<file path="config.mk">
export PLATFORM = sky130hd
export DESIGN_NAME = hflp_hash
export DESIGN_NICKNAME = d
export VERILOG_FILES = /design/src/rtl/hflp_pkg.sv /design/src/rtl/hflp_hash.sv
export SDC_FILE = /design/constraint.sdc
export NUM_CORES = 1
export LEC_CHECK = 0
export ABC_AREA = 0
export BUFFER_PORTS_ARGS = -buffer_cell sky130_fd_sc_hd__buf_2
export CAP_MARGIN = 20
export CORE_MARGIN = 3
export CORE_UTILIZATION = 49
export DETAILED_ROUTE_END_ITERATION = 8
export GPL_TIMING_DRIVEN = 0
export PLACE_DENSITY = 0.78
export SKIP_LAST_GASP = 1
export SLEW_MARGIN = 10
export SYNTH_ARGS = -nofsm -noshare
export SYNTH_HDL_FRONTEND = slang
export SYNTH_SLANG_ARGS = --single-unit
</file>
<file path="constraint.sdc">
create_clock -name clk_i -period 6.3 [get_ports clk_i]
set_input_delay 1.26 -clock clk_i [delete_from_list [all_inputs] [get_ports clk_i]]
set_output_delay 1.26 -clock clk_i [all_outputs]
set_load 0.01 [all_outputs]
</file>
<file path="src/rtl/hflp_pkg.sv">
// Package with request, status and state codes for the hashed FIFO.
package hflp_pkg;

  // Number of table slots; the result fields are sized for this table.
  localparam int SLOTS = 256;

  typedef enum logic [1:0] {
    REQ_ENQ  = 2'd0,
    REQ_DEQ  = 2'd1,
    REQ_REM  = 2'd2,
    REQ_LOOK = 2'd3
  } req_e;

  typedef enum logic [1:0] {
    ST_OK       = 2'd0,
    ST_FULL     = 2'd1,
    ST_EMPTY    = 2'd2,
    ST_NOTFOUND = 2'd3
  } status_e;

  localparam logic [31:0] FNV_BASIS = 32'h811c9dc5;
  localparam logic [31:0] FNV_PRIME = 32'h01000193;

  localparam logic CFG_HASH_MODE = 1'b0;
  localparam logic CFG_MAX_FILL  = 1'b1;

  typedef struct packed {
    logic [1:0]  req_type;
    logic [15:0] item_id;
  } req_t;

  typedef struct packed {
    logic [1:0]  status;
    logic [15:0] result_id;
    logic [7:0]  slot_index;
    logic [8:0]  entry_count;
  } rsp_t;

  typedef enum logic [4:0] {
    S_IDLE,
    S_HASH,
    S_HASH_W,
    S_HOME,
    S_PROBE_RD,
    S_PROBE,
    S_ENQ_WR,
    S_ENQ_LINK,
    S_DEQ_RD,
    S_DEQ_KEY,
    S_UNLINK_RD,
    S_UNLINK,
    S_UNLINK2,
    S_SH_RD,
    S_SH_KEY,
    S_SH_HASH,
    S_SH_HASH_W,
    S_SH_TEST,
    S_SH_MOVE,
    S_SH_FIXP,
    S_SH_FIXN,
    S_DONE
  } state_e;

  // Handshake between the sequencer and the hash unit.
  typedef struct packed {
    logic        start;
    logic [15:0] key;
    logic        mode;
  } hash_req_t;

  typedef struct packed {
    logic        done;
    logic [15:0] hash;
  } hash_rsp_t;

endpackage

</file>
<file path="src/rtl/hflp_hash.sv">
// Multicycle hash unit: identity or FNV-1a over two octets folded to 16 bits.
module hflp_hash (
  input  logic                clk_i,
  input  logic                rst_ni,
  input  hflp_pkg::hash_req_t req_i,
  output hflp_pkg::hash_rsp_t rsp_o
);

  logic [31:0] h_q, h_d;
  logic [1:0]  step_q, step_d;
  logic        busy_q, busy_d;
  logic        done_q, done_d;
  logic        mode_q, mode_d;
  logic [15:0] key_q, key_d;
  logic [31:0] x;
  logic [31:0] prod;

  always_comb begin
    x = h_q ^ {24'd0, (step_q == 2'd0) ? key_q[7:0] : key_q[15:8]};
    prod = x * hflp_pkg::FNV_PRIME;
    h_d = h_q;
    step_d = step_q;
    busy_d = busy_q;
    done_d = 1'b0;
    mode_d = mode_q;
    key_d = key_q;
    if (req_i.start) begin
      key_d = req_i.key;
      mode_d = req_i.mode;
      h_d = hflp_pkg::FNV_BASIS;
      step_d = 2'd0;
      busy_d = 1'b1;
    end else if (busy_q) begin
      if (!mode_q) begin
        h_d = {16'd0, key_q};
        busy_d = 1'b0;
        done_d = 1'b1;
      end else if (step_q == 2'd2) begin
        h_d = {16'd0, h_q[31:16] ^ h_q[15:0]};
        busy_d = 1'b0;
        done_d = 1'b1;
      end else begin
        h_d = prod;
        step_d = step_q + 2'd1;
      end
    end
  end

  always_ff @(posedge clk_i or negedge rst_ni) begin
    if (!rst_ni) begin
      busy_q <= 1'b0;
      done_q <= 1'b0;
      step_q <= 2'd0;
    end else begin
      busy_q <= busy_d;
      done_q <= done_d;
      step_q <= step_d;
    end
  end

  always_ff @(posedge clk_i) begin
    h_q <= h_d;
    mode_q <= mode_d;
    key_q <= key_d;
  end

  assign rsp_o.done = done_q;
  assign rsp_o.hash = h_q[15:0];

endmodule

</file>
==> results of run 1 <==
registers in the layout, indices dropped and copies added, names as in the netlist:
name,cells
h_q,32
busy_q,1
step_q,2
done_q,1
key_q,16
mode_q,1
cell usage after synthesis, drive strengths merged, types with 2 or more instances:
| cell | count |
|---|---|
| ha | 187 |
| inv | 184 |
| fa | 74 |
| a21oi | 42 |
| xnor2 | 42 |
| o21ai | 41 |
| nand2 | 40 |
| dfxtp | 32 |
| nor2 | 26 |
| buf | 20 |
| edfxtp | 17 |
| xor2 | 14 |
| clkbuf | 13 |
| mux2i | 11 |
| a21o | 10 |
| nand3 | 10 |
| o211ai | 9 |
| nor2b | 7 |
| nand3b | 6 |
| a211o | 5 |
| a211oi | 5 |
| and2 | 5 |
| o21a | 5 |
| o21bai | 5 |
| o31ai | 5 |
| and3 | 4 |
| dfrtp | 4 |
| nor3 | 4 |
| or3 | 4 |
| nand4 | 3 |
| nor3b | 3 |
| or2 | 3 |
| a2111oi | 2 |
| a32oi | 2 |
| nand2b | 2 |
| o2111a | 2 |
| o2bb2ai | 2 |
| o31a | 2 |
worst register-to-register path: stages, from the launching register on:
cell,delay [ps]
dfrtp_1,370
inv_2,100
ha_4,150
buf_12,160
mux2i_4,310
xnor2_4,110
buf_12,160
ha_1,300
ha_1,320
fa_1,490
ha_1,220
fa_1,490
ha_1,300
inv_1,50
fa_1,530
inv_1,70
ha_4,260
and2_1,170
a221o_1,320
a22oi_2,240
a31oi_2,140
o21a_1,190
or3_1,320
a32o_1,280
cell usage in the layout (no fill, tap or decap), drive strengths merged, types with 17 or more instances in the layout:
master / count
ha: 187
inv: 184
buf: 76
fa: 74
a21oi: 42
xnor2: 42
o21ai: 41
nand2: 40
dfxtp: 32
nor2: 26
clkbuf: 20
edfxtp: 17
final cells by class:
type	instances	share of cell area, %
Buffer	33	2.20
Clock buffer	7	1.54
Clock inverter	1	0.324
Inverter	184	7.45
Multi-Input combinational cell	593	68.2
Sequential cell	53	13.5
Tap cell	216	2.91
Timing Repair Buffer	56	3.91
what timing repair did:
item | in CTS | in global routing
setup endpoints to repair | 18 | 13
setup buffers | 8 | 12
resized for setup | 34 | 28
cloned | 0 | 0
pin swaps | 6 | 11
metrics by stage:
stage               util (%)  setup TNS (ps)
floorplan                  -               0
global placement        53.2           -4020
detailed placement      53.2           -5650
CTS                     56.1               0
global route            58.0           -39.4
finish                  58.0               0
kinds of logic (layout without fill, tap and decap cells):
kind of cell    Yosys count  count (layout)  synth area share [%]
simple gates            118             118                  7.06
xor+xnor                 56              56                  6.09
mux                      11              11                  1.37
compound gates          147             147                  11.6
buf+inv                 217             281                  10.9
fa+ha+maj               261             261                  47.4
flops                    53              53                  15.5
routing by layer:
layer  part of all wire [%]  track usage, %  wire, microns  up-vias
met5                      0               0              0        -
met1                     43            31.0           8430     3014
met3                    7.2            3.64           1430       52
li1                       -               -              -     2975
met4                    3.2            6.17            633        0
met2                     47            36.7           9300      262
worst max-delay path by stage:
stage,to,slack (ps),depth (start not counted)
after CTS,h_q[22],5,23
final,h_q[22],150,23
after global placement,h_q[22],-540,22
after detailed placement,h_q[22],-670,22
after floorplan,h_q[22],310,23
after global routing,h_q[22],-20,23
==> flow_summary.toml, run 1 <==
[logic_synthesis]
synth_edf_count = 17
synth_largest_area_cell = "ha_1"
yosysWarnings = 0
synthDistinctLibCells = 53
synthTopCellsByArea = "ha_1 29%, fa_1 18%, inv_1 8.6%, dfxtp_1 7.9%, edfxtp_1 6.3%"
synth_seq_area_share_pct = 15.5
syn_area_sq_um = 8060
synth_seq_cells = 53
ys_async_sr_fraction_pct = 7.55
netlist.area_leader.share_pct = 29.0
syn-num-nets = 1144
synthCells = 863
synth_ff_type = "dfxtp_1"
postSynthAreaPerCell_sq_um = 9.34

[placed_design]
io_buffers = 36
post-place-ws_ps = -673
dp_hpwl_mm = 15.0
place_area_sq_um = 8510
placedCellCount = 1115
place_congestion = 0.909

[setup_path]
path_buf_inv = 5
worstPathRequired_ps = 6480
cpPeakStageDelay_ps = 530
path_max_fanout = 8
crit_slowest_cell = "fa_1"
rr_worst_depth = 23
crit_chain = "inv_2, ha_4, buf_12, mux2i_4, xnor2_4, buf_12, ha_1, ha_1, fa_1, ha_1, fa_1, ha_1, inv_1, fa_1, inv_1, ha_4, and2_1, a221o_1, a22oi_2, a31oi_2, o21a_1, or3_1, a32o_1"
crit_arrival_ps = 6330
timing.rr.start = "step_q[0]"
path_class = "flip-flop to flip-flop"
start_kind = "flip-flop"
crit_top_cell = "ha_1"
r2r_end = "h_q[22]"
crit_start = "step_q[0]"
crit_family = "adder cells"
endpoint_kind = "flip-flop"
rrSetupSlack_ps = 150

[clock_network]
clkSlewWorstSetupHoldPaths_ps = 70
cts_tree = "done"
clk_latency_ps = 290
htree_levels = 2
hold_buffers = 0
cts_buffers = 5
clk_path_buf_depth = 2
cts-root-buf = "clkbuf_16"
clock_sinks = 53

[global_route]
grt_pass1_wl_mm = 32.3
antenna_found_initial = 0
grt_max_degree = 20
grt_pass1_vias = 6404
grt_remaining_overflow = 0
grt_util_all_layers_pct = 22.5

[layout]
drive_gt1_share_pct = 13.3
multi_input_area_sq_um = 6320
antenna_cells = 0
n_fill_cell = 1382
area_growth_pct = 15.0
final_area_sq_um = 9270
final_cells = 1143
final-seq-area_sq_um = 1250
final_nets = 1207

[detailed_routing]
drt_pass1_iterations = 5
drtAntennaViolNets = 0
viasPerCell = 5.51
post_drt_wl_per_cell_microns = 17.3
vias = 6303
route.detailed.drc = 0
drtIter0Drc = 388
totalWireLength_mm = 19.8

[job]
maxCapViolCount = 0

[die]
fp.dieW_microns = 134
core-area_sq_um = 16000
start_util_pct = 50.4
io_pins = 37
die_h_microns = 134
dieArea_sq_um = 18000
row_count = 46

[timing]
relSlewSlack_pct = 57.3
setup_violations = 0
fin_hold_ws_ps = 575
fmax_mhz = 163
finalHoldViolCount = 0
fin_ws_ps = 150
period_needed_ps = 6150
worst_pin_slew_ps = 640
clock_skew_ps = 5.24
post-route-period-util_pct = 97.6
drv_slew = 0

[hold_path]
worstHoldStart = "h_q[30]"
min_path_type = "flip-flop to flip-flop"
hold_path_depth = 2
whs_endpoint = "h_q[30]"

[outcome]
status = "finished clean"
Power of run 1 is not shown: default switching activity piles up to over one toggle a cycle in this logic, so the estimate is an artifact.
==> run 2, diff against run 1 <==
Settings changed: CORE_ASPECT_RATIO set to 1.75, GPL_TIMING_DRIVEN 0 to not set.
==> run 2 against run 1 <==
  * Count of clock-buffer cells in the layout shrank 2
  * Final cell count decreased by 4.9%
  * Non-clock buffer count down 29
  * Die area up 0.33%
  * Critical path type unchanged
  * Critical path depth up 1
  * Wire length increased by 3.8%
  * Fmax increased by 0.13%
  * Cell area decreased by 4.4%
  * Clock skew rose by 1.9 ps
  * Worst setup slack improved by 7.7 ps
  * Global-route usage up 0.73 points
  * Worst hold slack got worse by 56 ps
==> flow_summary.toml, run 2 (synthesis gave the netlist of run 1 again) <==
[layout]
multi_input_area_sq_um = 6170
final_area_sq_um = 8870
reg.largest.list = "h_q x32, key_q x16, step_q x2"
antenna_cells = 0
area_growth_pct = 10.0
largest_reg_flops = 32
top_register = "h_q"
final-seq-area_sq_um = 1250
drive_gt1_share_pct = 11.2
final_common_cell = "inv_1"
final_nets = 1178
final_cell_mix = "183 x inv_1, 177 x ha_1, 74 x fa_1"
n_fill_cell = 1367

[detailed_routing]
drtAntennaViolNets = 0
drt_pass1_iterations = 7
post_drt_wl_per_cell_microns = 18.9
route.detailed.drc = 0
drtIter0Drc = 354
totalWireLength_mm = 20.6
vias = 6220
viasPerCell = 5.72

[hold_path]
whs_endpoint = "h_q[1]"
worstHoldStart = "h_q[1]"
hold_path_depth = 2
min_path_type = "flip-flop to flip-flop"

[clock_network]
clkSlewWorstSetupHoldPaths_ps = 80
clock_sinks = 53
htree_levels = 2
clk_path_buf_depth = 2
cts_buffers = 5
cts-root-buf = "clkbuf_16"
clk_latency_ps = 300
hold_buffers = 0
cts_tree = "done"

[die]
io_pins = 37
row_count = 61
fp.dieW_microns = 103
core-area_sq_um = 16000
dieArea_sq_um = 18100
start_util_pct = 50.3
die_h_microns = 176

[timing]
post-route-period-util_pct = 97.5
drv_slew = 0
setup_violations = 0
period_needed_ps = 6140
clock_skew_ps = 7.15
worst_pin_slew_ps = 992
relSlewSlack_pct = 33.9
finalHoldViolCount = 0
fmax_mhz = 163

[placed_design]
place_area_sq_um = 8450
place_congestion = 0.926
io_buffers = 36
dp_hpwl_mm = 16.9

[setup_path]
crit_start = "step_q[1]"
worstPathRequired_ps = 6500
rr_worst_depth = 24
r2r_end = "h_q[22]"
path_class = "flip-flop to flip-flop"
start_kind = "flip-flop"
path_max_fanout = 5
timing.rr.start = "step_q[1]"
endpoint_kind = "flip-flop"
crit_arrival_ps = 6340
rrSetupSlack_ps = 160

[job]
maxCapViolCount = 0

[global_route]
grt_pass1_wl_mm = 32.1
grt_pass1_vias = 6574
grt_max_degree = 47
antenna_found_initial = 0
grt_remaining_overflow = 0
grt_util_all_layers_pct = 23.2

[outcome]
status = "finished clean"
## run 2: worst max path at each step
stage | to | cells after the start | slack (ps)
6_report | h_q[22] | 24 | 160
5_1_grt | h_q[22] | 24 | -9
4_1_cts | h_q[27] | 24 | 20
3_5_place_dp | h_q[25] | 23 | -70
3_3_place_gp | h_q[25] | 23 | 20
2_1_floorplan | h_q[22] | 23 | 310
## run 2: worst max-delay path: stages, from the launching register on
cell and delay, ps:
dfrtp_1 400, inv_1 100, ha_4 160, buf_8 140, buf_4 140, mux2i_4 300, xnor2_4 190, ha_1 290
ha_1 250, fa_1 420, ha_1 230, fa_1 500, ha_1 290, inv_1 50, fa_1 540, inv_1 50
ha_2 320, nand2_1 100, o21ai_1 80, a221o_1 330, a22oi_2 280, a31oi_4 130, o21a_1 190, or3_1 300
a32o_1 260
## run 2: layout make-up
| type | count | share of cell area (%) |
|---|---|---|
| Sequential cell | 53 | 14.1 |
| Clock buffer | 5 | 1.41 |
| Tap cell | 189 | 2.67 |
| Clock inverter | 3 | 0.296 |
| Timing Repair Buffer | 60 | 4.15 |
| Multi-Input combinational cell | 593 | 69.6 |
| Inverter | 184 | 7.79 |
## run 2: through the flow
step	utilization (%)	setup TNS [ps]	cells	hold WS, ps	worst slack [ps]
final	55.3	0	1087	518	158
after detailed placement	52.7	-110	1076	512	-73.5
after global placement	52.7	0	1076	507	15.9
after floorplan	-	0	863	465	309
after global routing	55.3	-9.20	1087	580	-9.20
after CTS	53.9	0	1084	522	15.1
## run 2: metal layers
metal,GRT usage (%),share of wire [%]
met5,0,0
met4,15.5,7.8
met3,2.54,4.7
met2,42.5,54
met1,23.7,34
## run 2: what timing repair did
action                     in CTS  in global routing
pin swaps                       1                  9
setup buffers                   0                  3
setup endpoints to repair       4                 15
resized for setup              10                 31
Power of run 2 is left out for the same reason.
